[src/dlp_pkg.sv]
// Shared types and constants for the longest-route block.
// Depends on nothing; used by dlp_ctrl, dlp_datapath and dag_longest_path.
`default_nettype none
package dlp_pkg;

  localparam int NODE_W = 6;
  localparam logic [NODE_W-1:0] NODE_COUNT_RST = 6'd32;

  localparam logic MODE_LOAD = 1'b0;
  localparam logic MODE_RUN  = 1'b1;

  localparam logic [1:0] KIND_LEN  = 2'd0;
  localparam logic [1:0] KIND_NODE = 2'd1;
  localparam logic [1:0] KIND_NONE = 2'd2;
  localparam logic [1:0] KIND_FULL = 2'd3;

  typedef enum logic [3:0] {
    ST_IDLE,
    ST_FULL,
    ST_SEED,
    ST_POP,
    ST_PRED,
    ST_SUCC,
    ST_TRACE,
    ST_LEN,
    ST_NODE,
    ST_NONE,
    ST_CLEAR
  } state_e;

  typedef struct packed {
    logic       store;
    logic       seed_start;
    logic       seed_step;
    logic       pop;
    logic       scan_start;
    logic       scan_step;
    logic       scan_pass2;
    logic       trace_start;
    logic       trace_step;
    logic       emit;
    logic [1:0] kind;
    logic       clear;
  } cmd_t;

  typedef struct packed {
    logic load_ok;
    logic table_full;
    logic seed_done;
    logic q_empty;
    logic scan_done;
    logic dest_reached;
    logic trace_done;
    logic node_last;
    logic out_free;
  } status_t;

endpackage
`default_nettype wire

[src/dlp_datapath.sv]
// Datapath: edge table, in-degree counts, Kahn queue, route tables, output register.
// Depends on dlp_pkg; driven by dlp_ctrl through cmd_t / status_t.
`default_nettype none
module dlp_datapath #(
  parameter int MAX_NODES = 32,
  parameter int MAX_EDGES = 256
) (
  input  wire logic                        clk_i,
  input  wire logic                        rst_ni,
  input  wire dlp_pkg::cmd_t               cmd_i,
  output      dlp_pkg::status_t            status_o,
  input  wire logic                        cfg_we_i,
  input  wire logic [dlp_pkg::NODE_W-1:0]  cfg_wdata_i,
  input  wire logic [dlp_pkg::NODE_W-1:0]  from_node_i,
  input  wire logic [dlp_pkg::NODE_W-1:0]  to_node_i,
  input  wire logic                        out_stall_i,
  output      logic                        out_valid_o,
  output      logic [1:0]                  kind_o,
  output      logic [dlp_pkg::NODE_W-1:0]  value_o,
  output      logic                        last_o
);

  localparam int NW  = $clog2(MAX_NODES);
  localparam int CW  = $clog2(MAX_NODES + 1);
  localparam int AW  = (MAX_EDGES > 1) ? $clog2(MAX_EDGES) : 1;
  localparam int ECW = $clog2(MAX_EDGES + 1);
  localparam int VW  = dlp_pkg::NODE_W;
  localparam logic [VW-1:0] NMAX = VW'(MAX_NODES);

  logic [VW-1:0]     node_count_q, n_eff;
  logic [NW-1:0]     dest, from_idx, to_idx;

  logic [2*NW-1:0]   edge_mem [MAX_EDGES];
  logic [2*NW-1:0]   rd_q;
  logic [ECW-1:0]    edges_q, e_q;
  logic              rvld_q, rd_en;
  logic [NW-1:0]     ex, ey;

  logic [ECW-1:0]    indeg_q [MAX_NODES];
  logic [NW-1:0]     deg_addr;
  logic [ECW-1:0]    deg_rd;

  logic [CW-1:0]     best_q [MAX_NODES];
  logic [VW-1:0]     pred_q [MAX_NODES];
  logic [MAX_NODES-1:0] touch_q;
  logic [NW-1:0]     best_addr, tidx;
  logic [CW-1:0]     best_rd, best_inc;
  logic [VW-1:0]     pred_rd;

  logic [NW-1:0]     queue_q [MAX_NODES];
  logic [CW-1:0]     head_q, tail_q, i_q;
  logic              q_empty, enq;
  logic [NW-1:0]     enq_node, q_head;

  logic [NW-1:0]     cur_q;
  logic [CW-1:0]     cur_best_q;
  logic              p1_hit, p2_hit;

  logic [VW-1:0]     stack_q [MAX_NODES];
  logic [VW-1:0]     tcur_q;
  logic [CW-1:0]     depth_q;
  logic              trace_done;

  logic              out_valid_q, out_free;
  logic [1:0]        kind_q;
  logic [VW-1:0]     value_q, value_d;
  logic              last_q, last_d;

  // node count clamp
  always_comb begin
    if (node_count_q == '0) begin
      n_eff = VW'(1);
    end else if (node_count_q > NMAX) begin
      n_eff = NMAX;
    end else begin
      n_eff = node_count_q;
    end
  end

  assign dest     = NW'(n_eff - VW'(1));
  assign from_idx = NW'(from_node_i - VW'(1));
  assign to_idx   = NW'(to_node_i - VW'(1));

  // edge table
  assign rd_en = cmd_i.scan_step && (e_q != edges_q);
  assign ex    = rd_q[2*NW-1:NW];
  assign ey    = rd_q[NW-1:0];

  always_ff @(posedge clk_i) begin
    if (cmd_i.store) begin
      edge_mem[edges_q[AW-1:0]] <= {from_idx, to_idx};
    end
    if (rd_en) begin
      rd_q <= edge_mem[e_q[AW-1:0]];
    end
  end

  // shared read ports
  assign q_empty   = (head_q == tail_q);
  assign q_head    = queue_q[head_q[NW-1:0]];
  assign best_addr = rvld_q ? ex : (q_empty ? dest : q_head);
  assign best_rd   = touch_q[best_addr] ? best_q[best_addr]
                                        : ((best_addr == '0) ? CW'(1) : '0);
  assign best_inc  = CW'(best_rd + CW'(1));
  assign deg_addr  = rvld_q ? ey : (cmd_i.seed_step ? i_q[NW-1:0] : to_idx);
  assign deg_rd    = indeg_q[deg_addr];
  assign tidx      = NW'(tcur_q - VW'(1));
  assign pred_rd   = touch_q[tidx] ? pred_q[tidx] : '0;

  assign p1_hit = rvld_q && !cmd_i.scan_pass2 && (ey == cur_q) && (best_rd != '0)
                  && ({1'b0, cur_best_q} < ({1'b0, best_rd} + (CW+1)'(1)));
  assign p2_hit = rvld_q && cmd_i.scan_pass2 && (ex == cur_q) && (deg_rd != '0);

  always_comb begin
    enq      = 1'b0;
    enq_node = i_q[NW-1:0];
    if (cmd_i.seed_step && (VW'(i_q) != n_eff) && (deg_rd == '0)) begin
      enq = 1'b1;
    end
    if (p2_hit && (deg_rd == ECW'(1)) && (VW'(ey) < n_eff)) begin
      enq      = 1'b1;
      enq_node = ey;
    end
  end

  assign trace_done = (tcur_q == '0) || (depth_q == CW'(MAX_NODES));

  // control registers
  always_ff @(posedge clk_i or negedge rst_ni) begin
    if (!rst_ni) begin
      node_count_q <= dlp_pkg::NODE_COUNT_RST;
      edges_q      <= '0;
      e_q          <= '0;
      rvld_q       <= 1'b0;
      head_q       <= '0;
      tail_q       <= '0;
      i_q          <= '0;
      touch_q      <= '0;
      depth_q      <= '0;
      out_valid_q  <= 1'b0;
      for (int k = 0; k < MAX_NODES; k++) begin
        indeg_q[k] <= '0;
      end
    end else begin
      if (cfg_we_i) begin
        node_count_q <= cfg_wdata_i;
      end
      if (cmd_i.store) begin
        edges_q           <= ECW'(edges_q + ECW'(1));
        indeg_q[deg_addr] <= ECW'(deg_rd + ECW'(1));
      end
      if (p2_hit) begin
        indeg_q[deg_addr] <= ECW'(deg_rd - ECW'(1));
      end
      if (cmd_i.clear) begin
        edges_q <= '0;
        for (int k = 0; k < MAX_NODES; k++) begin
          indeg_q[k] <= '0;
        end
      end
      if (cmd_i.scan_start) begin
        e_q    <= '0;
        rvld_q <= 1'b0;
      end else begin
        rvld_q <= rd_en;
        if (rd_en) begin
          e_q <= ECW'(e_q + ECW'(1));
        end
      end
      if (cmd_i.seed_start) begin
        head_q  <= '0;
        tail_q  <= '0;
        i_q     <= '0;
        touch_q <= '0;
      end else begin
        if (cmd_i.seed_step && (VW'(i_q) != n_eff)) begin
          i_q <= CW'(i_q + CW'(1));
        end
        if (enq) begin
          tail_q <= CW'(tail_q + CW'(1));
        end
        if (cmd_i.pop) begin
          head_q <= CW'(head_q + CW'(1));
        end
        if (p1_hit) begin
          touch_q[cur_q] <= 1'b1;
        end
      end
      if (cmd_i.trace_start) begin
        depth_q <= '0;
      end else if (cmd_i.trace_step && !trace_done) begin
        depth_q <= CW'(depth_q + CW'(1));
      end else if (cmd_i.emit && (cmd_i.kind == dlp_pkg::KIND_NODE)) begin
        depth_q <= CW'(depth_q - CW'(1));
      end
      if (cmd_i.emit) begin
        out_valid_q <= 1'b1;
      end else if (!out_stall_i) begin
        out_valid_q <= 1'b0;
      end
    end
  end

  // payload registers
  always_ff @(posedge clk_i) begin
    if (enq) begin
      queue_q[tail_q[NW-1:0]] <= enq_node;
    end
    if (cmd_i.pop) begin
      cur_q      <= q_head;
      cur_best_q <= best_rd;
    end
    if (p1_hit) begin
      cur_best_q     <= best_inc;
      best_q[cur_q]  <= best_inc;
      pred_q[cur_q]  <= VW'(ex) + VW'(1);
    end
    if (cmd_i.trace_start) begin
      tcur_q <= VW'(dest) + VW'(1);
    end else if (cmd_i.trace_step && !trace_done) begin
      stack_q[depth_q[NW-1:0]] <= tcur_q;
      tcur_q                   <= pred_rd;
    end
    if (cmd_i.emit) begin
      kind_q  <= cmd_i.kind;
      value_q <= value_d;
      last_q  <= last_d;
    end
  end

  always_comb begin
    case (cmd_i.kind)
      dlp_pkg::KIND_LEN: begin
        value_d = VW'(depth_q);
        last_d  = 1'b0;
      end
      dlp_pkg::KIND_NODE: begin
        value_d = stack_q[NW'(depth_q - CW'(1))];
        last_d  = (depth_q == CW'(1));
      end
      default: begin
        value_d = '0;
        last_d  = 1'b1;
      end
    endcase
  end

  assign out_free = !out_valid_q || !out_stall_i;

  assign status_o.load_ok      = (from_node_i != '0) && (from_node_i <= NMAX)
                                 && (to_node_i != '0) && (to_node_i <= NMAX);
  assign status_o.table_full   = (edges_q == ECW'(MAX_EDGES));
  assign status_o.seed_done    = (VW'(i_q) == n_eff);
  assign status_o.q_empty      = q_empty;
  assign status_o.scan_done    = (e_q == edges_q) && !rvld_q;
  assign status_o.dest_reached = (best_rd != '0);
  assign status_o.trace_done   = trace_done;
  assign status_o.node_last    = (depth_q == CW'(1));
  assign status_o.out_free     = out_free;

  assign out_valid_o = out_valid_q;
  assign kind_o      = kind_q;
  assign value_o     = value_q;
  assign last_o      = last_q;

endmodule
`default_nettype wire

[src/dlp_ctrl.sv]
// Controller state machine: sequences loads, Kahn passes, trace-back and emission.
// Depends on dlp_pkg; commands dlp_datapath.
`default_nettype none
module dlp_ctrl (
  input  wire logic             clk_i,
  input  wire logic             rst_ni,
  input  wire logic             in_valid_i,
  input  wire logic             mode_i,
  output      logic             in_stall_o,
  input  wire dlp_pkg::status_t status_i,
  output      dlp_pkg::cmd_t    cmd_o
);

  dlp_pkg::state_e state_q, state_d;

  always_ff @(posedge clk_i or negedge rst_ni) begin
    if (!rst_ni) begin
      state_q <= dlp_pkg::ST_IDLE;
    end else begin
      state_q <= state_d;
    end
  end

  always_comb begin
    state_d    = state_q;
    cmd_o      = '0;
    cmd_o.kind = dlp_pkg::KIND_LEN;
    in_stall_o = (state_q != dlp_pkg::ST_IDLE);
    case (state_q)
      dlp_pkg::ST_IDLE: begin
        if (in_valid_i) begin
          if (mode_i == dlp_pkg::MODE_RUN) begin
            cmd_o.seed_start = 1'b1;
            state_d          = dlp_pkg::ST_SEED;
          end else if (status_i.load_ok) begin
            if (status_i.table_full) begin
              state_d = dlp_pkg::ST_FULL;
            end else begin
              cmd_o.store = 1'b1;
            end
          end
        end
      end
      dlp_pkg::ST_FULL: begin
        cmd_o.kind = dlp_pkg::KIND_FULL;
        if (status_i.out_free) begin
          cmd_o.emit = 1'b1;
          state_d    = dlp_pkg::ST_IDLE;
        end
      end
      dlp_pkg::ST_SEED: begin
        cmd_o.seed_step = 1'b1;
        if (status_i.seed_done) begin
          state_d = dlp_pkg::ST_POP;
        end
      end
      dlp_pkg::ST_POP: begin
        if (!status_i.q_empty) begin
          cmd_o.pop        = 1'b1;
          cmd_o.scan_start = 1'b1;
          state_d          = dlp_pkg::ST_PRED;
        end else if (status_i.dest_reached) begin
          cmd_o.trace_start = 1'b1;
          state_d           = dlp_pkg::ST_TRACE;
        end else begin
          state_d = dlp_pkg::ST_NONE;
        end
      end
      dlp_pkg::ST_PRED: begin
        cmd_o.scan_step = 1'b1;
        if (status_i.scan_done) begin
          cmd_o.scan_start = 1'b1;
          state_d          = dlp_pkg::ST_SUCC;
        end
      end
      dlp_pkg::ST_SUCC: begin
        cmd_o.scan_step  = 1'b1;
        cmd_o.scan_pass2 = 1'b1;
        if (status_i.scan_done) begin
          state_d = dlp_pkg::ST_POP;
        end
      end
      dlp_pkg::ST_TRACE: begin
        cmd_o.trace_step = 1'b1;
        if (status_i.trace_done) begin
          state_d = dlp_pkg::ST_LEN;
        end
      end
      dlp_pkg::ST_LEN: begin
        cmd_o.kind = dlp_pkg::KIND_LEN;
        if (status_i.out_free) begin
          cmd_o.emit = 1'b1;
          state_d    = dlp_pkg::ST_NODE;
        end
      end
      dlp_pkg::ST_NODE: begin
        cmd_o.kind = dlp_pkg::KIND_NODE;
        if (status_i.out_free) begin
          cmd_o.emit = 1'b1;
          if (status_i.node_last) begin
            state_d = dlp_pkg::ST_CLEAR;
          end
        end
      end
      dlp_pkg::ST_NONE: begin
        cmd_o.kind = dlp_pkg::KIND_NONE;
        if (status_i.out_free) begin
          cmd_o.emit = 1'b1;
          state_d    = dlp_pkg::ST_CLEAR;
        end
      end
      dlp_pkg::ST_CLEAR: begin
        cmd_o.clear = 1'b1;
        state_d     = dlp_pkg::ST_IDLE;
      end
      default: begin
        state_d = dlp_pkg::ST_IDLE;
      end
    endcase
  end

endmodule
`default_nettype wire

[src/dag_longest_path.sv]
// Top level of the longest-route block: controller plus datapath, with checks.
// Depends on dlp_pkg, dlp_ctrl and dlp_datapath.
//
//  channel  | handshake               | payload
//  ---------+-------------------------+------------------------------
//  in       | in_valid_i / in_stall_o | mode_i, from_node_i, to_node_i
//  out      | out_valid_o/ out_stall_i| kind_o, value_o, last_o
//  cfg      | cfg_we_i                | cfg_wdata_i (node_count)
//
// Edge loads transfer back to back while the block is idle.
// A load dropped on a full table stalls the input until the full report is emitted.
// A run seeds the Kahn queue with the nodes of in-degree zero, then per taken node
// pops it and makes two passes over the edge table (predecessors, then successors;
// one edge-table read per cycle), tests whether the destination was reached, traces
// the route back, emits the length and route nodes as output stalls allow, then
// clears the table and counts. Unreachable: one result, then the clear.
// Reset (async, active low) empties the edge table and in-degree counts.
// Output stall holds the output register and the emission waiting on it; a result
// waiting there does not block the next load transfer.
`default_nettype none
module dag_longest_path #(
  parameter int MAX_NODES = 32,
  parameter int MAX_EDGES = 256
) (
  input  wire logic                       clk_i,
  input  wire logic                       rst_ni,
  input  wire logic                       cfg_we_i,
  input  wire logic [dlp_pkg::NODE_W-1:0] cfg_wdata_i,
  input  wire logic                       in_valid_i,
  output      logic                       in_stall_o,
  input  wire logic                       mode_i,
  input  wire logic [dlp_pkg::NODE_W-1:0] from_node_i,
  input  wire logic [dlp_pkg::NODE_W-1:0] to_node_i,
  output      logic                       out_valid_o,
  input  wire logic                       out_stall_i,
  output      logic [1:0]                 kind_o,
  output      logic [dlp_pkg::NODE_W-1:0] value_o,
  output      logic                       last_o
);

  dlp_pkg::cmd_t    cmd;
  dlp_pkg::status_t status;

  dlp_ctrl u_ctrl (
    .clk_i      (clk_i),
    .rst_ni     (rst_ni),
    .in_valid_i (in_valid_i),
    .mode_i     (mode_i),
    .in_stall_o (in_stall_o),
    .status_i   (status),
    .cmd_o      (cmd)
  );

  dlp_datapath #(
    .MAX_NODES (MAX_NODES),
    .MAX_EDGES (MAX_EDGES)
  ) u_dp (
    .clk_i       (clk_i),
    .rst_ni      (rst_ni),
    .cmd_i       (cmd),
    .status_o    (status),
    .cfg_we_i    (cfg_we_i),
    .cfg_wdata_i (cfg_wdata_i),
    .from_node_i (from_node_i),
    .to_node_i   (to_node_i),
    .out_stall_i (out_stall_i),
    .out_valid_o (out_valid_o),
    .kind_o      (kind_o),
    .value_o     (value_o),
    .last_o      (last_o)
  );

  // a run transfer locks the input side
  a_run_locks: assert property (@(posedge clk_i) disable iff (!rst_ni)
    (in_valid_i && !in_stall_o && (mode_i == dlp_pkg::MODE_RUN)) |=> in_stall_o)
    else $error("input not stalled after run transfer");

  a_node_nonzero: assert property (@(posedge clk_i) disable iff (!rst_ni)
    (out_valid_o && (kind_o == dlp_pkg::KIND_NODE)) |-> (value_o != '0))
    else $error("route node of zero");

  a_single_results: assert property (@(posedge clk_i) disable iff (!rst_ni)
    (out_valid_o && ((kind_o == dlp_pkg::KIND_NONE) || (kind_o == dlp_pkg::KIND_FULL)))
    |-> (last_o && (value_o == '0)))
    else $error("bad impossible/full result");

  a_len_not_last: assert property (@(posedge clk_i) disable iff (!rst_ni)
    (out_valid_o && (kind_o == dlp_pkg::KIND_LEN)) |-> (!last_o && (value_o != '0)))
    else $error("bad route length result");

endmodule
`default_nettype wire

[config.mk]
export PLATFORM = sky130hd
export DESIGN_NAME = dag_longest_path
export DESIGN_NICKNAME = d
export VERILOG_FILES = /design/src/dlp_pkg.sv /design/src/dlp_datapath.sv /design/src/dlp_ctrl.sv /design/src/dag_longest_path.sv
export SDC_FILE = /design/constraint.sdc
export NUM_CORES = 2
export LEC_CHECK = 0
export ABC_AREA = 1
export BUFFER_PORTS_ARGS = -buffer_cell sky130_fd_sc_hd__buf_2
export CAP_MARGIN = 20
export CORE_ASPECT_RATIO = 1.2
export CORE_MARGIN = 2
export CORE_UTILIZATION = 45
export DETAILED_ROUTE_END_ITERATION = 7
export RECOVER_POWER = 50
export SETUP_SLACK_MARGIN = 0.5
export SLEW_MARGIN = 40
export SYNTH_ARGS = -nofsm -noshare
export SYNTH_HDL_FRONTEND = slang
export SYNTH_SLANG_ARGS = --single-unit
[constraint.sdc]
create_clock -name clk_i -period 9.5 [get_ports clk_i]
set_input_delay 0.475 -clock clk_i [delete_from_list [all_inputs] [get_ports clk_i]]
set_output_delay 0.475 -clock clk_i [all_outputs]
set_load 0.01 [all_outputs]
==> qor.yml <==
sta:
  finClkSkew_ps: 44.7
  finalHoldViolations: 0
  relSlewSlack_pct: -403
  finalWorstSetupSlack_ps: 949
  fin_crit_ps: 8550
  period_share_pct: 90.0
  tightest_slew_ps: 7540
  fin_tns_setup_ps: 0
  fmax_ghz: 0.117
  setup_violations: 0
  drv_slew: 3145
  grt_setup_unrepaired: "false"
route:
  vias: 108000
  wl_per_cell_microns: 26.6
  totalWireLength_microns: 468000
  drc_errors: 0
  final_antenna_net_count: 0
  vias_per_cell: 6.12
  drtPass1Iterations: 7
  drt_iter0_drc: 13700
worst_setup_path:
  crit_slowest_cell: "clkbuf_1"
  start_kind: "primary input"
  crit_chain: "clkbuf_1, nor3_1, xor2_4, clkbuf_1, clkbuf_1, clkbuf_1"
  critPathCaptureType: "flip-flop"
  path_common_cell: "clkbuf_1"
  max_stage_delay_ps: 3320
  worstPathRequired_ps: 9600
  cp_max_fo: 93
  critPathBufInv: 4
  worstSetupPathType: "primary input to flip-flop"
  worstPathArrival_ps: 8650
  crit_family: "buffers and inverters"
floorplan:
  start_util_pct: 45.2
  coreArea_sq_mm: 0.341
  ioPinCount: 35
  dieArea_sq_mm: 0.347
  chipWidth_microns: 538
  die_h_microns: 645
  rows: 235
global_route:
  grt_max_degree: 185
  track_usage_pct: 26.1
  grt_pass1_wl_microns: 686000
  grt_pass1_vias: 104000
  overflow: 0
  antenna_found_initial: 11
logic_synthesis:
  synth.ff_latch_count: 3706
  synth_edf_count: 3332
  synth_top_area_share_pct: 64.9
  synthArstFlopShare_pct: 10.1
  synth_fp_nets: 13100
  netlist_area_sq_mm: 0.154
  ys_types: 63
  synth_area_leaders: "edfxtp_1 65%, o21ai_0 6.4%, dfrtp_1 6.1%"
  syn_avg_cell_area_sq_um: 11.8
  ys_seq_area_share_pct: 71.0
  synth-main-ff-cell: "edfxtp_1"
  synthCells: 13100
  synth_top_area_cell: "edfxtp_1"
  synth_warnings: 0
clocking:
  postCtsSetupBuffers: 0
  path_clk_slew_ps: 60
  cts_tree: "built"
  cts_hold_buf: 15
  cts_buffers: 369
  clockRootBuffer: "clkbuf_16"
  postCtsResizedCells: 0
  cts_buffer_depth: 4
  clock_sinks: 3706
  clk_latency_ps: 990
  cts_max_level: 5
final_layout:
  instances_no_fill: 17600
  final.fill_count: 29200
  drive_above_1_share_pct: 9.20
  final_util_pct: 50.2
  final_nets: 12800
  area_delta_synth_final_pct: 11.1
placement:
  numPortBuffers: 34
  dp_hpwl_microns: 274000
  gp_congestion: 0.914
  dp_cells: 16900
  pre_cts_ws_ps: 1740
power:
  vdd_ir_drop_max_mv: 0.549
  p_leak_uw: 0.0568
  power_density_mw_per_mm2: 327
run_status:
  violations: "max-capacitance violations, max-slew violations"
  outcome: "finished with violations"
flow_run:
  maxCapViolations: 48
min_path:
  hp-class: "primary input to flip-flop"
## cells in the mapped netlist, drive strengths merged, types with 39 or more instances
library cell,count
dfrtp,373
o211ai,134
nor2,2441
a22oi,40
o21ai,2028
nand2,1111
o221ai,328
nand4,50
a21oi,456
edfxtp,3332
nor3,165
nand3,560
inv,345
xor2,39
o22ai,537
clkbuf,761
buf,167
## flip-flops by register name, summed over array words and instances, names as in the netlist, 9 cells and up
name	flops
u_dp.edges_q	9
u_dp.queue_q	160
u_dp.stack_q	192
u_dp.pred_q	192
u_dp.indeg_q	288
u_dp.best_q	192
u_dp.edge_mem	2560
u_dp.rd_q	10
u_dp.touch_q	32
u_dp.e_q	9
## worst min-delay path: stages
cell and delay, ps:
buf_2 150, inv_1 60, nor2_1 60, nor3b_1 170, o21ai_0 100
## layer usage
layer  track usage [%]  routed length, microns  up-vias
li1                  -                       -    47400
met1              33.8                  180000    53700
met2              43.2                  225000     5460
met3              3.84                   38000     1128
met4              12.7                   25700        8
met5                 0                      50        -
## cell usage in the layout, fill, tap and decap left out, types with 151 or more instances in the layout
cell	n
nor2_2	280
inv_1	297
o221ai_1	328
a21oi_1	452
clkbuf_16	371
o22ai_1	536
edfxtp_1	3332
nand3_1	555
nand2_1	1046
nor2_1	2153
nor3_1	151
o21ai_0	1964
dfrtp_1	366
## metrics by stage
step,hold WS [ps],power [uW],cell area [sq um]
5_1_grt,171,58100,171000
4_1_cts,26.8,55700,172000
3_3_place_gp,479,40800,158000
3_5_place_dp,310,41200,159000
2_1_floorplan,179,32400,154000
6_report,140,56000,171000
## cell type report
type | count | area, sq um | share of cell area, %
clock buffer | 453 | 9750 | 5.69
sequential | 3706 | 109000 | 63.9
multi-input combinational | 8091 | 40800 | 23.8
antenna | 8 | 20.0 | 0.0117
inverter | 348 | 1360 | 0.793
timing repair buffer | 266 | 2050 | 1.20
clock inverter | 219 | 2260 | 1.32
tap | 4503 | 5630 | 3.29
## worst paths after layout
check                          startpoint               endpoint  slack (ps)  cells after the start
setup / recovery             to_node_i[1]  u_dp.edge_mem[210][3]         950                      6
min in group asynchronous          rst_ni       u_dp.indeg_q[41]         370                      3
hold / removal                     mode_i      u_ctrl.state_q[1]         140                      5
max in group asynchronous          rst_ni      u_dp.indeg_q[268]        2180                      4
setup reg to reg           u_dp.head_q[0]     u_dp.cur_best_q[1]        1170                     32
hold reg to reg               u_dp.e_q[8]            u_dp.e_q[8]         510                      1
## cell families (layout without fill, tap and decap cells)
kind of cell	Yosys count	in the layout	synth area share [%]
AND/OR/NAND/NOR	4349	4349	11.4
flip-flops	3706	3706	71.0
AO/OA/AOI/OAI	3653	3653	13.7
buffers and inverters	1276	1286	3.34
XOR/XNOR	52	52	0.300
adder cells (fa/ha/maj)	35	35	0.284
multiplexers	2	2	0.0146
other	0	8	0
## report_power, final
| group | leakage, uW | internal (uW) | total, uW | switching, uW |
|---|---|---|---|---|
| clock network | 0.00583 | 8310 | 14700 | 6350 |
| registers | 0.0351 | 19600 | 20000 | 397 |
| logic | 0.0159 | 4660 | 21300 | 16700 |
(Power assumes the default switching activity.)
